**src/rtl/kvt_pkg.sv**
```systemverilog
// Shared codes, command and status types for the key-value table engine.
package kvt_pkg;

   localparam int KEY_IN_W   = 32;
   localparam int VALUE_IN_W = 32;
   localparam int POS_W      = 4;
   localparam int TOTAL_W    = 5;

   localparam logic [2:0] MODE_INSERT   = 3'd0;
   localparam logic [2:0] MODE_UPDATE   = 3'd1;
   localparam logic [2:0] MODE_UPSERT   = 3'd2;
   localparam logic [2:0] MODE_ERASE    = 3'd3;
   localparam logic [2:0] MODE_CONTAINS = 3'd4;
   localparam logic [2:0] MODE_LOOKUP   = 3'd5;
   localparam logic [2:0] MODE_READ     = 3'd6;

   localparam logic [1:0] ST_OK        = 2'd0;
   localparam logic [1:0] ST_KEY_FAIL  = 2'd1;
   localparam logic [1:0] ST_FULL      = 2'd2;
   localparam logic [1:0] ST_POS_RANGE = 2'd3;

   typedef enum logic [3:0] {
      CMD_NONE,
      CMD_LOAD,
      CMD_SEARCH,
      CMD_SETUP_UP,
      CMD_SHIFT_UP,
      CMD_FRONT,
      CMD_SETUP_DOWN,
      CMD_SHIFT_DOWN,
      CMD_WRVAL,
      CMD_READ,
      CMD_CAPTURE,
      CMD_FINISH
   } cmd_op_type;

   typedef struct packed {
      cmd_op_type op;
      logic       set_status;
      logic [1:0] status;
   } cmd_type;

   typedef struct packed {
      logic [2:0] mode;
      logic       found;
      logic       full;
      logic       pos_ok;
      logic       srch_done;
      logic       shift_done;
      logic       out_free;
   } stat_type;

endpackage

```
**src/rtl/kvt_ifs.sv**
```systemverilog
// Request and response channel interfaces of the key-value table engine.
interface kvt_req_if import kvt_pkg::*; ();
   logic                  valid;
   logic                  ready;
   logic [2:0]            mode;
   logic [KEY_IN_W-1:0]   key;
   logic [VALUE_IN_W-1:0] value;
   logic [POS_W-1:0]      position;

   modport source (output valid, mode, key, value, position, input ready);
   modport sink   (input valid, mode, key, value, position, output ready);
endinterface

interface kvt_rsp_if import kvt_pkg::*; ();
   logic                  valid;
   logic                  ready;
   logic [1:0]            status;
   logic [KEY_IN_W-1:0]   found_key;
   logic [VALUE_IN_W-1:0] found_value;
   logic [TOTAL_W-1:0]    entry_total;

   modport source (output valid, status, found_key, found_value, entry_total, input ready);
   modport sink   (input valid, status, found_key, found_value, entry_total, output ready);
endinterface

```
**src/rtl/kvt_ram.sv**
```systemverilog
// Generic single-write, single-read RAM with registered read data.
module kvt_ram #(
   parameter int WIDTH = 32,
   parameter int DEPTH = 16,
   localparam int AW = $clog2(DEPTH)
) (
   input  logic             clock,
   input  logic             wr_en,
   input  logic [AW-1:0]    wr_addr,
   input  logic [WIDTH-1:0] wr_data,
   input  logic [AW-1:0]    rd_addr,
   output logic [WIDTH-1:0] rd_data
);

   logic [WIDTH-1:0] mem [DEPTH];
   logic [WIDTH-1:0] rd_data_ff;

   always_ff @(posedge clock) begin
      if (wr_en) begin
         mem[wr_addr] <= wr_data;
      end
      rd_data_ff <= mem[rd_addr];
   end

   assign rd_data = rd_data_ff;

endmodule

```
**src/rtl/kvt_ctrl.sv**
```systemverilog
// Controller state machine sequencing search, shift, access and result steps.
module kvt_ctrl import kvt_pkg::*; (
   input  logic     clock,
   input  logic     reset,
   input  logic     req_valid,
   output logic     req_ready,
   input  stat_type stat,
   output cmd_type  cmd
);

   localparam logic [3:0] S_IDLE       = 4'd0;
   localparam logic [3:0] S_SEARCH     = 4'd1;
   localparam logic [3:0] S_DECIDE     = 4'd2;
   localparam logic [3:0] S_SHIFT_UP   = 4'd3;
   localparam logic [3:0] S_FRONT      = 4'd4;
   localparam logic [3:0] S_SHIFT_DOWN = 4'd5;
   localparam logic [3:0] S_WRVAL      = 4'd6;
   localparam logic [3:0] S_READ       = 4'd7;
   localparam logic [3:0] S_CAPTURE    = 4'd8;
   localparam logic [3:0] S_FINISH     = 4'd9;

   logic [3:0] state_ff;
   logic [3:0] state_in;

   always_comb begin
      state_in       = state_ff;
      req_ready      = 1'b0;
      cmd.op         = CMD_NONE;
      cmd.set_status = 1'b0;
      cmd.status     = ST_OK;
      unique case (state_ff)
         S_IDLE: begin
            req_ready = 1'b1;
            if (req_valid) begin
               cmd.op   = CMD_LOAD;
               state_in = S_SEARCH;
            end
         end
         S_SEARCH: begin
            if (stat.mode > MODE_LOOKUP) begin
               state_in = S_DECIDE;
            end else begin
               cmd.op = CMD_SEARCH;
               if (stat.srch_done) begin
                  state_in = S_DECIDE;
               end
            end
         end
         S_DECIDE: begin
            state_in = S_FINISH;
            unique case (stat.mode)
               MODE_INSERT, MODE_UPSERT: begin
                  if (stat.found && stat.mode == MODE_INSERT) begin
                     cmd.set_status = 1'b1;
                     cmd.status     = ST_KEY_FAIL;
                  end else if (stat.found) begin
                     state_in = S_WRVAL;
                  end else if (stat.full) begin
                     cmd.set_status = 1'b1;
                     cmd.status     = ST_FULL;
                  end else begin
                     cmd.op   = CMD_SETUP_UP;
                     state_in = S_SHIFT_UP;
                  end
               end
               MODE_UPDATE: begin
                  if (stat.found) begin
                     state_in = S_WRVAL;
                  end else begin
                     cmd.set_status = 1'b1;
                     cmd.status     = ST_KEY_FAIL;
                  end
               end
               MODE_ERASE: begin
                  if (stat.found) begin
                     cmd.op   = CMD_SETUP_DOWN;
                     state_in = S_SHIFT_DOWN;
                  end else begin
                     cmd.set_status = 1'b1;
                     cmd.status     = ST_KEY_FAIL;
                  end
               end
               MODE_CONTAINS: begin
                  if (!stat.found) begin
                     cmd.set_status = 1'b1;
                     cmd.status     = ST_KEY_FAIL;
                  end
               end
               MODE_LOOKUP: begin
                  if (stat.found) begin
                     state_in = S_READ;
                  end else begin
                     cmd.set_status = 1'b1;
                     cmd.status     = ST_KEY_FAIL;
                  end
               end
               MODE_READ: begin
                  if (stat.pos_ok) begin
                     state_in = S_READ;
                  end else begin
                     cmd.set_status = 1'b1;
                     cmd.status     = ST_POS_RANGE;
                  end
               end
               default: begin
                  state_in = S_FINISH;
               end
            endcase
         end
         S_SHIFT_UP: begin
            cmd.op = CMD_SHIFT_UP;
            if (stat.shift_done) begin
               state_in = S_FRONT;
            end
         end
         S_FRONT: begin
            cmd.op   = CMD_FRONT;
            state_in = S_FINISH;
         end
         S_SHIFT_DOWN: begin
            cmd.op = CMD_SHIFT_DOWN;
            if (stat.shift_done) begin
               state_in = S_FINISH;
            end
         end
         S_WRVAL: begin
            cmd.op   = CMD_WRVAL;
            state_in = S_FINISH;
         end
         S_READ: begin
            cmd.op   = CMD_READ;
            state_in = S_CAPTURE;
         end
         S_CAPTURE: begin
            cmd.op   = CMD_CAPTURE;
            state_in = S_FINISH;
         end
         S_FINISH: begin
            if (stat.out_free) begin
               cmd.op   = CMD_FINISH;
               state_in = S_IDLE;
            end
         end
         default: begin
            state_in = S_IDLE;
         end
      endcase
   end

   always_ff @(posedge clock) begin
      if (reset) begin
         state_ff <= S_IDLE;
      end else begin
         state_ff <= state_in;
      end
   end

endmodule

```
**src/rtl/kvt_datapath.sv**
```systemverilog
// Datapath: request registers, entry RAMs, scan counter, count and result register.
module kvt_datapath import kvt_pkg::*; #(
   parameter int CAPACITY   = 16,
   parameter int KEY_BITS   = 32,
   parameter int VALUE_BITS = 32
) (
   input  logic                  clock,
   input  logic                  reset,
   input  cmd_type               cmd,
   output stat_type              stat,
   input  logic [2:0]            req_mode,
   input  logic [KEY_IN_W-1:0]   req_key,
   input  logic [VALUE_IN_W-1:0] req_value,
   input  logic [POS_W-1:0]      req_position,
   input  logic                  rsp_ready,
   output logic                  rsp_valid,
   output logic [1:0]            rsp_status,
   output logic [KEY_IN_W-1:0]   rsp_found_key,
   output logic [VALUE_IN_W-1:0] rsp_found_value,
   output logic [TOTAL_W-1:0]    rsp_entry_total
);

   localparam int AW = $clog2(CAPACITY);
   localparam int CW = $clog2(CAPACITY + 1);
   localparam int KW = (KEY_BITS < KEY_IN_W) ? KEY_BITS : KEY_IN_W;
   localparam int VW = (VALUE_BITS < VALUE_IN_W) ? VALUE_BITS : VALUE_IN_W;

   logic [2:0]         mode_ff, mode_in;
   logic [KW-1:0]      key_ff, key_in;
   logic [VW-1:0]      val_ff, val_in;
   logic [POS_W-1:0]   pos_ff, pos_in;
   logic [CW-1:0]      count_ff, count_in;
   logic [CW-1:0]      scan_ff, scan_in;
   logic               pend_ff, pend_in;
   logic [AW-1:0]      pend_addr_ff, pend_addr_in;
   logic               found_ff, found_in;
   logic [AW-1:0]      at_ff, at_in;
   logic [1:0]         status_ff, status_in;
   logic [KW-1:0]      fkey_ff, fkey_in;
   logic [VW-1:0]      fval_ff, fval_in;
   logic               rsp_valid_ff, rsp_valid_in;
   logic [1:0]         rsp_status_ff, rsp_status_in;
   logic [KW-1:0]      rsp_key_ff, rsp_key_in;
   logic [VW-1:0]      rsp_val_ff, rsp_val_in;
   logic [TOTAL_W-1:0] rsp_total_ff, rsp_total_in;

   logic          key_wr_en, val_wr_en;
   logic [AW-1:0] wr_addr, rd_addr;
   logic [KW-1:0] key_wdata, key_rd;
   logic [VW-1:0] val_wdata, val_rd;
   logic          issue, hit, up_done, down_done;
   logic [CW-1:0] scan_dec;

   kvt_ram #(.WIDTH(KW), .DEPTH(CAPACITY)) u_key_ram (
      .clock   (clock),
      .wr_en   (key_wr_en),
      .wr_addr (wr_addr),
      .wr_data (key_wdata),
      .rd_addr (rd_addr),
      .rd_data (key_rd)
   );

   kvt_ram #(.WIDTH(VW), .DEPTH(CAPACITY)) u_val_ram (
      .clock   (clock),
      .wr_en   (val_wr_en),
      .wr_addr (wr_addr),
      .wr_data (val_wdata),
      .rd_addr (rd_addr),
      .rd_data (val_rd)
   );

   assign issue     = scan_ff < count_ff;
   assign hit       = pend_ff && (key_rd == key_ff);
   assign scan_dec  = scan_ff - 1'b1;
   assign up_done   = !pend_ff && (scan_ff == '0);
   assign down_done = !pend_ff && !issue;

   assign stat.mode       = mode_ff;
   assign stat.found      = found_ff;
   assign stat.full       = count_ff == CW'(CAPACITY);
   assign stat.pos_ok     = 32'(pos_ff) < 32'(count_ff);
   assign stat.srch_done  = hit || (!pend_ff && !issue);
   assign stat.shift_done = (mode_ff == MODE_ERASE) ? down_done : up_done;
   assign stat.out_free   = !rsp_valid_ff || rsp_ready;

   always_comb begin
      mode_in       = mode_ff;
      key_in        = key_ff;
      val_in        = val_ff;
      pos_in        = pos_ff;
      count_in      = count_ff;
      scan_in       = scan_ff;
      pend_in       = pend_ff;
      pend_addr_in  = pend_addr_ff;
      found_in      = found_ff;
      at_in         = at_ff;
      status_in     = status_ff;
      fkey_in       = fkey_ff;
      fval_in       = fval_ff;
      rsp_valid_in  = rsp_valid_ff;
      rsp_status_in = rsp_status_ff;
      rsp_key_in    = rsp_key_ff;
      rsp_val_in    = rsp_val_ff;
      rsp_total_in  = rsp_total_ff;
      key_wr_en     = 1'b0;
      val_wr_en     = 1'b0;
      wr_addr       = pend_addr_ff;
      rd_addr       = scan_ff[AW-1:0];
      key_wdata     = key_rd;
      val_wdata     = val_rd;

      if (rsp_valid_ff && rsp_ready) begin
         rsp_valid_in = 1'b0;
      end

      unique case (cmd.op)
         CMD_LOAD: begin
            mode_in   = req_mode;
            key_in    = req_key[KW-1:0];
            val_in    = req_value[VW-1:0];
            pos_in    = req_position;
            scan_in   = '0;
            pend_in   = 1'b0;
            found_in  = 1'b0;
            status_in = ST_OK;
            fkey_in   = '0;
            fval_in   = '0;
         end
         CMD_SEARCH: begin
            pend_in      = issue;
            pend_addr_in = scan_ff[AW-1:0];
            if (issue) begin
               scan_in = scan_ff + 1'b1;
            end
            if (hit) begin
               found_in = 1'b1;
               at_in    = pend_addr_ff;
            end
         end
         CMD_SETUP_UP: begin
            scan_in = count_ff;
            pend_in = 1'b0;
         end
         CMD_SHIFT_UP: begin
            rd_addr      = scan_dec[AW-1:0];
            pend_in      = scan_ff != '0;
            pend_addr_in = scan_dec[AW-1:0];
            if (scan_ff != '0) begin
               scan_in = scan_dec;
            end
            if (pend_ff) begin
               key_wr_en = 1'b1;
               val_wr_en = 1'b1;
               wr_addr   = pend_addr_ff + 1'b1;
            end
         end
         CMD_FRONT: begin
            key_wr_en = 1'b1;
            val_wr_en = 1'b1;
            wr_addr   = '0;
            key_wdata = key_ff;
            val_wdata = val_ff;
            count_in  = count_ff + 1'b1;
         end
         CMD_SETUP_DOWN: begin
            scan_in = CW'(at_ff) + 1'b1;
            pend_in = 1'b0;
         end
         CMD_SHIFT_DOWN: begin
            pend_in      = issue;
            pend_addr_in = scan_ff[AW-1:0];
            if (issue) begin
               scan_in = scan_ff + 1'b1;
            end
            if (pend_ff) begin
               key_wr_en = 1'b1;
               val_wr_en = 1'b1;
               wr_addr   = pend_addr_ff - 1'b1;
            end
            if (down_done) begin
               count_in = count_ff - 1'b1;
            end
         end
         CMD_WRVAL: begin
            val_wr_en = 1'b1;
            wr_addr   = at_ff;
            val_wdata = val_ff;
         end
         CMD_READ: begin
            rd_addr = (mode_ff == MODE_READ) ? AW'(pos_ff) : at_ff;
         end
         CMD_CAPTURE: begin
            fval_in = val_rd;
            if (mode_ff == MODE_READ) begin
               fkey_in = key_rd;
            end
         end
         CMD_FINISH: begin
            rsp_valid_in  = 1'b1;
            rsp_status_in = status_ff;
            rsp_key_in    = fkey_ff;
            rsp_val_in    = fval_ff;
            rsp_total_in  = TOTAL_W'(count_ff);
         end
         default: begin
         end
      endcase

      if (cmd.set_status) begin
         status_in = cmd.status;
      end
   end

   always_ff @(posedge clock) begin
      if (reset) begin
         count_ff     <= '0;
         rsp_valid_ff <= 1'b0;
         pend_ff      <= 1'b0;
      end else begin
         count_ff     <= count_in;
         rsp_valid_ff <= rsp_valid_in;
         pend_ff      <= pend_in;
      end
      mode_ff       <= mode_in;
      key_ff        <= key_in;
      val_ff        <= val_in;
      pos_ff        <= pos_in;
      scan_ff       <= scan_in;
      pend_addr_ff  <= pend_addr_in;
      found_ff      <= found_in;
      at_ff         <= at_in;
      status_ff     <= status_in;
      fkey_ff       <= fkey_in;
      fval_ff       <= fval_in;
      rsp_status_ff <= rsp_status_in;
      rsp_key_ff    <= rsp_key_in;
      rsp_val_ff    <= rsp_val_in;
      rsp_total_ff  <= rsp_total_in;
   end

   assign rsp_valid       = rsp_valid_ff;
   assign rsp_status      = rsp_status_ff;
   assign rsp_found_key   = KEY_IN_W'(rsp_key_ff);
   assign rsp_found_value = VALUE_IN_W'(rsp_val_ff);
   assign rsp_entry_total = rsp_total_ff;

endmodule

```
**src/rtl/key_value_table_engine_top.sv**
```systemverilog
// Top level of the key-value table engine: controller, datapath and checks.
//
// Usage: a request word on req_ch (valid/ready) names one operation on a table
// of up to CAPACITY unique keys kept newest first. Every request gives exactly
// one response word on rsp_ch with status, found key, found value and the
// entry count after the request.
// One request is worked on at a time. An insert of a new key searches every
// entry and then shifts all entries up one place; an erase searches to the key
// and shifts the older entries down; a key hit ends the search early, and a
// read by position skips the search. The next request is accepted once the
// controller is back in idle after loading the result register.
// The run time is set by the single read port of the key and value RAMs, which
// the search and the shift walk one entry per cycle.
// The response sits in an output register; while the receiver stalls it holds,
// and the next request is accepted and worked on until its own result is ready.
// Reset empties the table (entry count zero) and drops any pending response;
// the RAM contents are not cleared and need no clearing pass.
module key_value_table_engine_top import kvt_pkg::*; #(
   parameter int CAPACITY   = 16,
   parameter int KEY_BITS   = 32,
   parameter int VALUE_BITS = 32
) (
   input logic       clock,
   input logic       reset,
   kvt_req_if.sink   req_ch,
   kvt_rsp_if.source rsp_ch
);

   cmd_type  ctl_cmd;
   stat_type dp_stat;
   logic     req_ready;

   kvt_ctrl u_ctrl (
      .clock     (clock),
      .reset     (reset),
      .req_valid (req_ch.valid),
      .req_ready (req_ready),
      .stat      (dp_stat),
      .cmd       (ctl_cmd)
   );

   kvt_datapath #(
      .CAPACITY   (CAPACITY),
      .KEY_BITS   (KEY_BITS),
      .VALUE_BITS (VALUE_BITS)
   ) u_datapath (
      .clock           (clock),
      .reset           (reset),
      .cmd             (ctl_cmd),
      .stat            (dp_stat),
      .req_mode        (req_ch.mode),
      .req_key         (req_ch.key),
      .req_value       (req_ch.value),
      .req_position    (req_ch.position),
      .rsp_ready       (rsp_ch.ready),
      .rsp_valid       (rsp_ch.valid),
      .rsp_status      (rsp_ch.status),
      .rsp_found_key   (rsp_ch.found_key),
      .rsp_found_value (rsp_ch.found_value),
      .rsp_entry_total (rsp_ch.entry_total)
   );

   assign req_ch.ready = req_ready;

   a_busy_after_accept: assert property (@(posedge clock) disable iff (reset)
      (req_ch.valid && req_ch.ready) |=> !req_ch.ready)
      else $error("request accepted while a request is in work");

   a_load_when_free: assert property (@(posedge clock) disable iff (reset)
      (ctl_cmd.op == CMD_FINISH) |-> dp_stat.out_free)
      else $error("result register overwritten before delivery");

   a_full_count: assert property (@(posedge clock) disable iff (reset)
      (rsp_ch.valid && rsp_ch.status == ST_FULL) |->
         (rsp_ch.entry_total == TOTAL_W'(CAPACITY % 32)))
      else $error("table full reported with room left");

endmodule
```
**src/flat_wrapper.sv**
```systemverilog
// flat-port wrapper written by rule: the top's interface ports become plain ports
module key_value_table_engine_top_flat import kvt_pkg::*;
#(
   parameter int CAPACITY   = 16,
   parameter int KEY_BITS   = 32,
   parameter int VALUE_BITS = 32
)
  (clock, reset, req_ch_valid, req_ch_mode, req_ch_key, req_ch_value, req_ch_position, req_ch_ready, rsp_ch_valid, rsp_ch_status, rsp_ch_found_key, rsp_ch_found_value, rsp_ch_entry_total, rsp_ch_ready);
  kvt_req_if req_ch_i ();
  kvt_rsp_if rsp_ch_i ();
  input logic clock;
  input logic reset;
  input wire logic [$bits(req_ch_i.valid)-1:0] req_ch_valid;
  input wire logic [$bits(req_ch_i.mode)-1:0] req_ch_mode;
  input wire logic [$bits(req_ch_i.key)-1:0] req_ch_key;
  input wire logic [$bits(req_ch_i.value)-1:0] req_ch_value;
  input wire logic [$bits(req_ch_i.position)-1:0] req_ch_position;
  output wire logic [$bits(req_ch_i.ready)-1:0] req_ch_ready;
  output wire logic [$bits(rsp_ch_i.valid)-1:0] rsp_ch_valid;
  output wire logic [$bits(rsp_ch_i.status)-1:0] rsp_ch_status;
  output wire logic [$bits(rsp_ch_i.found_key)-1:0] rsp_ch_found_key;
  output wire logic [$bits(rsp_ch_i.found_value)-1:0] rsp_ch_found_value;
  output wire logic [$bits(rsp_ch_i.entry_total)-1:0] rsp_ch_entry_total;
  input wire logic [$bits(rsp_ch_i.ready)-1:0] rsp_ch_ready;
  assign req_ch_i.valid = req_ch_valid;
  assign req_ch_i.mode = req_ch_mode;
  assign req_ch_i.key = req_ch_key;
  assign req_ch_i.value = req_ch_value;
  assign req_ch_i.position = req_ch_position;
  assign req_ch_ready = req_ch_i.ready;
  assign rsp_ch_valid = rsp_ch_i.valid;
  assign rsp_ch_status = rsp_ch_i.status;
  assign rsp_ch_found_key = rsp_ch_i.found_key;
  assign rsp_ch_found_value = rsp_ch_i.found_value;
  assign rsp_ch_entry_total = rsp_ch_i.entry_total;
  assign rsp_ch_i.ready = rsp_ch_ready;
  key_value_table_engine_top #(.CAPACITY(CAPACITY), .KEY_BITS(KEY_BITS), .VALUE_BITS(VALUE_BITS)) u_core (.clock(clock), .reset(reset), .req_ch(req_ch_i), .rsp_ch(rsp_ch_i));
endmodule
```
**config.mk**
```make
export PLATFORM = sky130hd
export DESIGN_NAME = key_value_table_engine_top_flat
export DESIGN_NICKNAME = d
export VERILOG_FILES = /design/src/rtl/kvt_pkg.sv /design/src/rtl/kvt_ifs.sv /design/src/rtl/kvt_ram.sv /design/src/rtl/kvt_ctrl.sv /design/src/rtl/kvt_datapath.sv /design/src/rtl/key_value_table_engine_top.sv /design/src/flat_wrapper.sv
export SDC_FILE = /design/constraint.sdc
export NUM_CORES = 2
export LEC_CHECK = 0
export ABC_AREA = 1
export BUFFER_PORTS_ARGS = -buffer_cell sky130_fd_sc_hd__buf_2
export CELL_PAD_IN_SITES_DETAIL_PLACEMENT = 1
export CELL_PAD_IN_SITES_GLOBAL_PLACEMENT = 1
export CORE_MARGIN = 8
export CORE_UTILIZATION = 40
export CTS_BUF_LIST = sky130_fd_sc_hd__clkbuf_16
export DETAILED_ROUTE_END_ITERATION = 10
export PLACE_DENSITY_LB_ADDON = 0.1
export RECOVER_POWER = 100
export SYNTH_ARGS = -nofsm -noshare
export SYNTH_HDL_FRONTEND = slang
export SYNTH_SLANG_ARGS = --single-unit
```
**constraint.sdc**
```tcl
create_clock -name clock -period 6.3 [get_ports clock]
set_input_delay 1.26 -clock clock [delete_from_list [all_inputs] [get_ports clock]]
set_output_delay 1.26 -clock clock [all_outputs]
set_load 0.03 [all_outputs]
```
==> results.yml <==
outcome:
  status: "finished, violations left"
  violations: "capacitance limit, slew limit"
power_and_ir_drop:
  power_density_mw_per_mm2: 528.4
  peakVddDrop_mv: 0.5570
  p_leak_nw: 22.22
floorplan:
  die-area_sq_mm: 0.1457
  start_util: 0.4020
  die_h_microns: 381.8
  rows: 134
  core_area_sq_mm: 0.1331
  die_x_microns: 381.8
  io_pins: 148
setup_path:
  crit_fanout: 34
  max_stage_delay_ns: 2.17
  crit_slowest_cell: "clkbuf_1"
  cp_cell_sequence: "inv_1 > nand2_1 > nor2_1 > clkinvlp_2 > clkbuf_1 > nand2_2 > clkbuf_2"
  crit_path_start_kind: "flop"
  worstPathArrival_ns: 5.10
  crit_start: "u_core.u_ctrl.state_ff[0]"
  crit_type: "flop to flop"
  crit_required_ns: 6.55
  rr_startpoint: "u_core.u_ctrl.state_ff[0]"
  end_kind: "flop"
timing:
  slew_headroom: -1.003
  finalMaxSlewViolations: 426
  finalCritPeriodShare: 0.7701
  worst_slack_ns: 1.449
  max_freq_mhz: 206.1
  fin_skew_ns: 0.02192
  period_minus_slack_ns: 4.851
  final.setup.tns_ns: 0
  hold_viol: 0
  rsz0062_at_grt: "false"
  worst_pin_slew_ns: 3.004
  finalSetupViolCount: 0
place:
  hpwl_mm: 82.39
  routabilityCongestion: 0.7876
  pre_cts_slack_ns: 2.395
  port_buffers: 147
finish:
  area_delta_synth_final_pct: 13.29
  final_cell_mix: "edfxtp_1 (1,246), nand2_1 (803), inv_1 (692), o211ai_1 (522), nand3_1 (421)"
  regArea_sq_mm: 0.03892
  fillers: 13850
  drive_above_1_share: 0.08031
  multi_input_area_sq_mm: 0.01115
  nets: 4607
  final_common_cell: "edfxtp_1"
clock_network:
  cts_buffer_depth: 3
  cts.clk_slew.worst_paths_ns: 0.06
  cts_resized: 0
  post-cts-setup-buffers: 0
  ctsHoldBuffers: 0
  htreeDepth: 4
  clock_latency_ns: 0.77
  cts_sinks: 1321
  cts_tree: "yes"
  cts_buffers: 145
  cts-root-buf: "clkbuf_16"
yosys:
  async_reset_ff_frac: 0
  synth_edf_count: 1246
  seq_area_frac_synth: 0.7273
  synth_area_sq_mm: 0.05351
  yosysWarnings: 0
  syn_inst: 4333
  syn_area_per_cell_sq_um: 12.35
  synth_cell_types: 39
  ys_seq_elements: 1321
  synth_flop_cell: "edfxtp_1"
  syn_nets: 4424
drt:
  num_vias: 33650
  first_pass_iters: 5
  wl_mm: 148.8
  drt-wirelength-per-cell_microns: 23.25
  ant_nets: 0
  drc: 0
  viasPerCell: 5.257
  dr.first_iter.drc_count: 2498
grt:
  grt_max_degree: 241
  grt_pass1_wl_mm: 220.7
  grtUsageTotal: 0.1996
  first_global_vias: 33510
  grt-ovfl-total: 0
  antenna_found_initial: 4
worst_hold_path:
  hold_path.class: "flop to flop"
  worst_hold_startpoint: "u_core.u_datapath.fkey_ff[29]"
flow_run:
  maxCapViolations: 18
## metal layers
| metal | track usage | up-vias | wire length [microns] |
|---|---|---|---|
| met5 | 0 | - | 0 |
| met1 | 0.2900 | 17170 | 71350 |
| met3 | 0.02879 | 196 | 6254 |
| li1 | - | 15670 | - |
| met4 | 0.04842 | 0 | 2795 |
| met2 | 0.3168 | 616 | 68420 |
## sequential cells by signal (all words and copies together) (netlist names)
signal,cells
u_core.u_datapath.status_ff,2
u_core.u_datapath.u_val_ram.mem,512
u_core.u_datapath.rsp_found_value,32
u_core.u_datapath.rsp_entry_total,5
u_core.u_datapath.at_ff,4
u_core.u_datapath.rsp_valid,1
u_core.u_datapath.key_ff,32
u_core.u_datapath.scan_ff,5
u_core.u_datapath.fval_ff,32
u_core.u_datapath.u_key_ram.mem,512
u_core.u_datapath.fkey_ff,32
u_core.u_datapath.u_val_ram.rd_data,32
u_core.u_datapath.rsp_found_key,32
u_core.u_datapath.pos_ff,4
u_core.u_datapath.rsp_status,2
u_core.u_datapath.found_ff,1
u_core.u_datapath.pend_addr_ff,4
u_core.u_datapath.val_ff,32
u_core.u_datapath.u_key_ram.rd_data,32
u_core.u_datapath.mode_ff,3
u_core.u_ctrl.state_ff,4
u_core.u_datapath.pend_ff,1
u_core.u_datapath.count_ff,5
## worst max-delay path, delay by kind of cell (launching register included)
kind	cells	cell delay, ns
flip-flops	1	0.39
AND/OR/NAND/NOR	3	0.21
buffers and inverters	4	3.62
## power breakdown
part	leakage [nW]	internal (mW)	switching [mW]	total, mW
clock	2.30	4.48	3.45	7.93
combinational	7.97	2.66	8.53	11.2
sequential	11.9	12.4	0.486	12.9
total	22.2	19.6	12.5	32.0
## cells by family (layout without fill, tap and decap cells)
group / Yosys count / count (layout) / share of synthesized area
AOI/OAI and AO/OA: 645 / 645 / 0.08544
xor gates and xnor gates: 16 / 16 / 0.002619
adders and majority gates: 16 / 16 / 0.003881
buffers and inverters: 898 / 1197 / 0.06645
DFF: 1321 / 1321 / 0.7273
other: 0 / 1 / 0
and+or+nand+nor: 1437 / 1437 / 0.1143
## cells in the mapped netlist (4+ instances only)
master | n | area share
a21oi_1 | 18 | 0.0017
buf_1 | 19 | 0.0013
buf_2 | 115 | 0.011
buf_4 | 5 | 0.00070
clkbuf_1 | 93 | 0.0065
dfxtp_1 | 75 | 0.028
edfxtp_1 | 1246 | 0.70
ha_1 | 15 | 0.0035
inv_1 | 655 | 0.046
inv_2 | 8 | 0.00056
nand2_1 | 803 | 0.056
nand3_1 | 418 | 0.039
nand4_1 | 19 | 0.0022
nor2_1 | 130 | 0.0091
nor2_2 | 4 | 0.00047
nor3_1 | 36 | 0.0034
o211ai_1 | 522 | 0.073
o21ai_0 | 92 | 0.0086
or2_2 | 11 | 0.0013
xnor2_1 | 7 | 0.0011
xor2_1 | 9 | 0.0015
## final timing paths
kind | end | slack, ns | depth (start not counted)
worst min register to register | u_core.u_datapath.rsp_found_key[29] | 0.42 | 0
worst max-delay path | u_core.u_datapath.fval_ff[26] | 1.45 | 7
worst min-delay path | u_core.u_datapath.rsp_found_key[29] | 0.42 | 0
worst max register to register | u_core.u_datapath.fval_ff[26] | 1.45 | 7
## metrics by stage
step / utilization / instance area [sq um] / hold slack, ns / cells / power [mW]
floorplan: - / 53510 / 0.4003 / 4333 / 20.10
global placement: 0.4260 / 56710 / 0.4021 / 6136 / 24.48
detailed placement: 0.4261 / 56730 / 0.4056 / 6137 / 24.66
CTS: 0.4593 / 61150 / 0.4173 / 6400 / 32.68
global route: 0.4554 / 60620 / 0.4196 / 6400 / 33.86
finish: 0.4554 / 60620 / 0.4181 / 6401 / 32.03
## cell type report
| class | count | area share |
|---|---|---|
| Clock buffer | 147 | 0.06068 |
| Sequential cell | 1321 | 0.6420 |
| Inverter | 663 | 0.04120 |
| Clock inverter | 116 | 0.01220 |
| Antenna cell | 1 | 0.00004128 |
| Tap cell | 1768 | 0.03649 |
| Multi-Input combinational cell | 2114 | 0.1839 |
| Timing Repair Buffer | 271 | 0.02349 |
No activity file was read; power rests on OpenSTA's default activity.
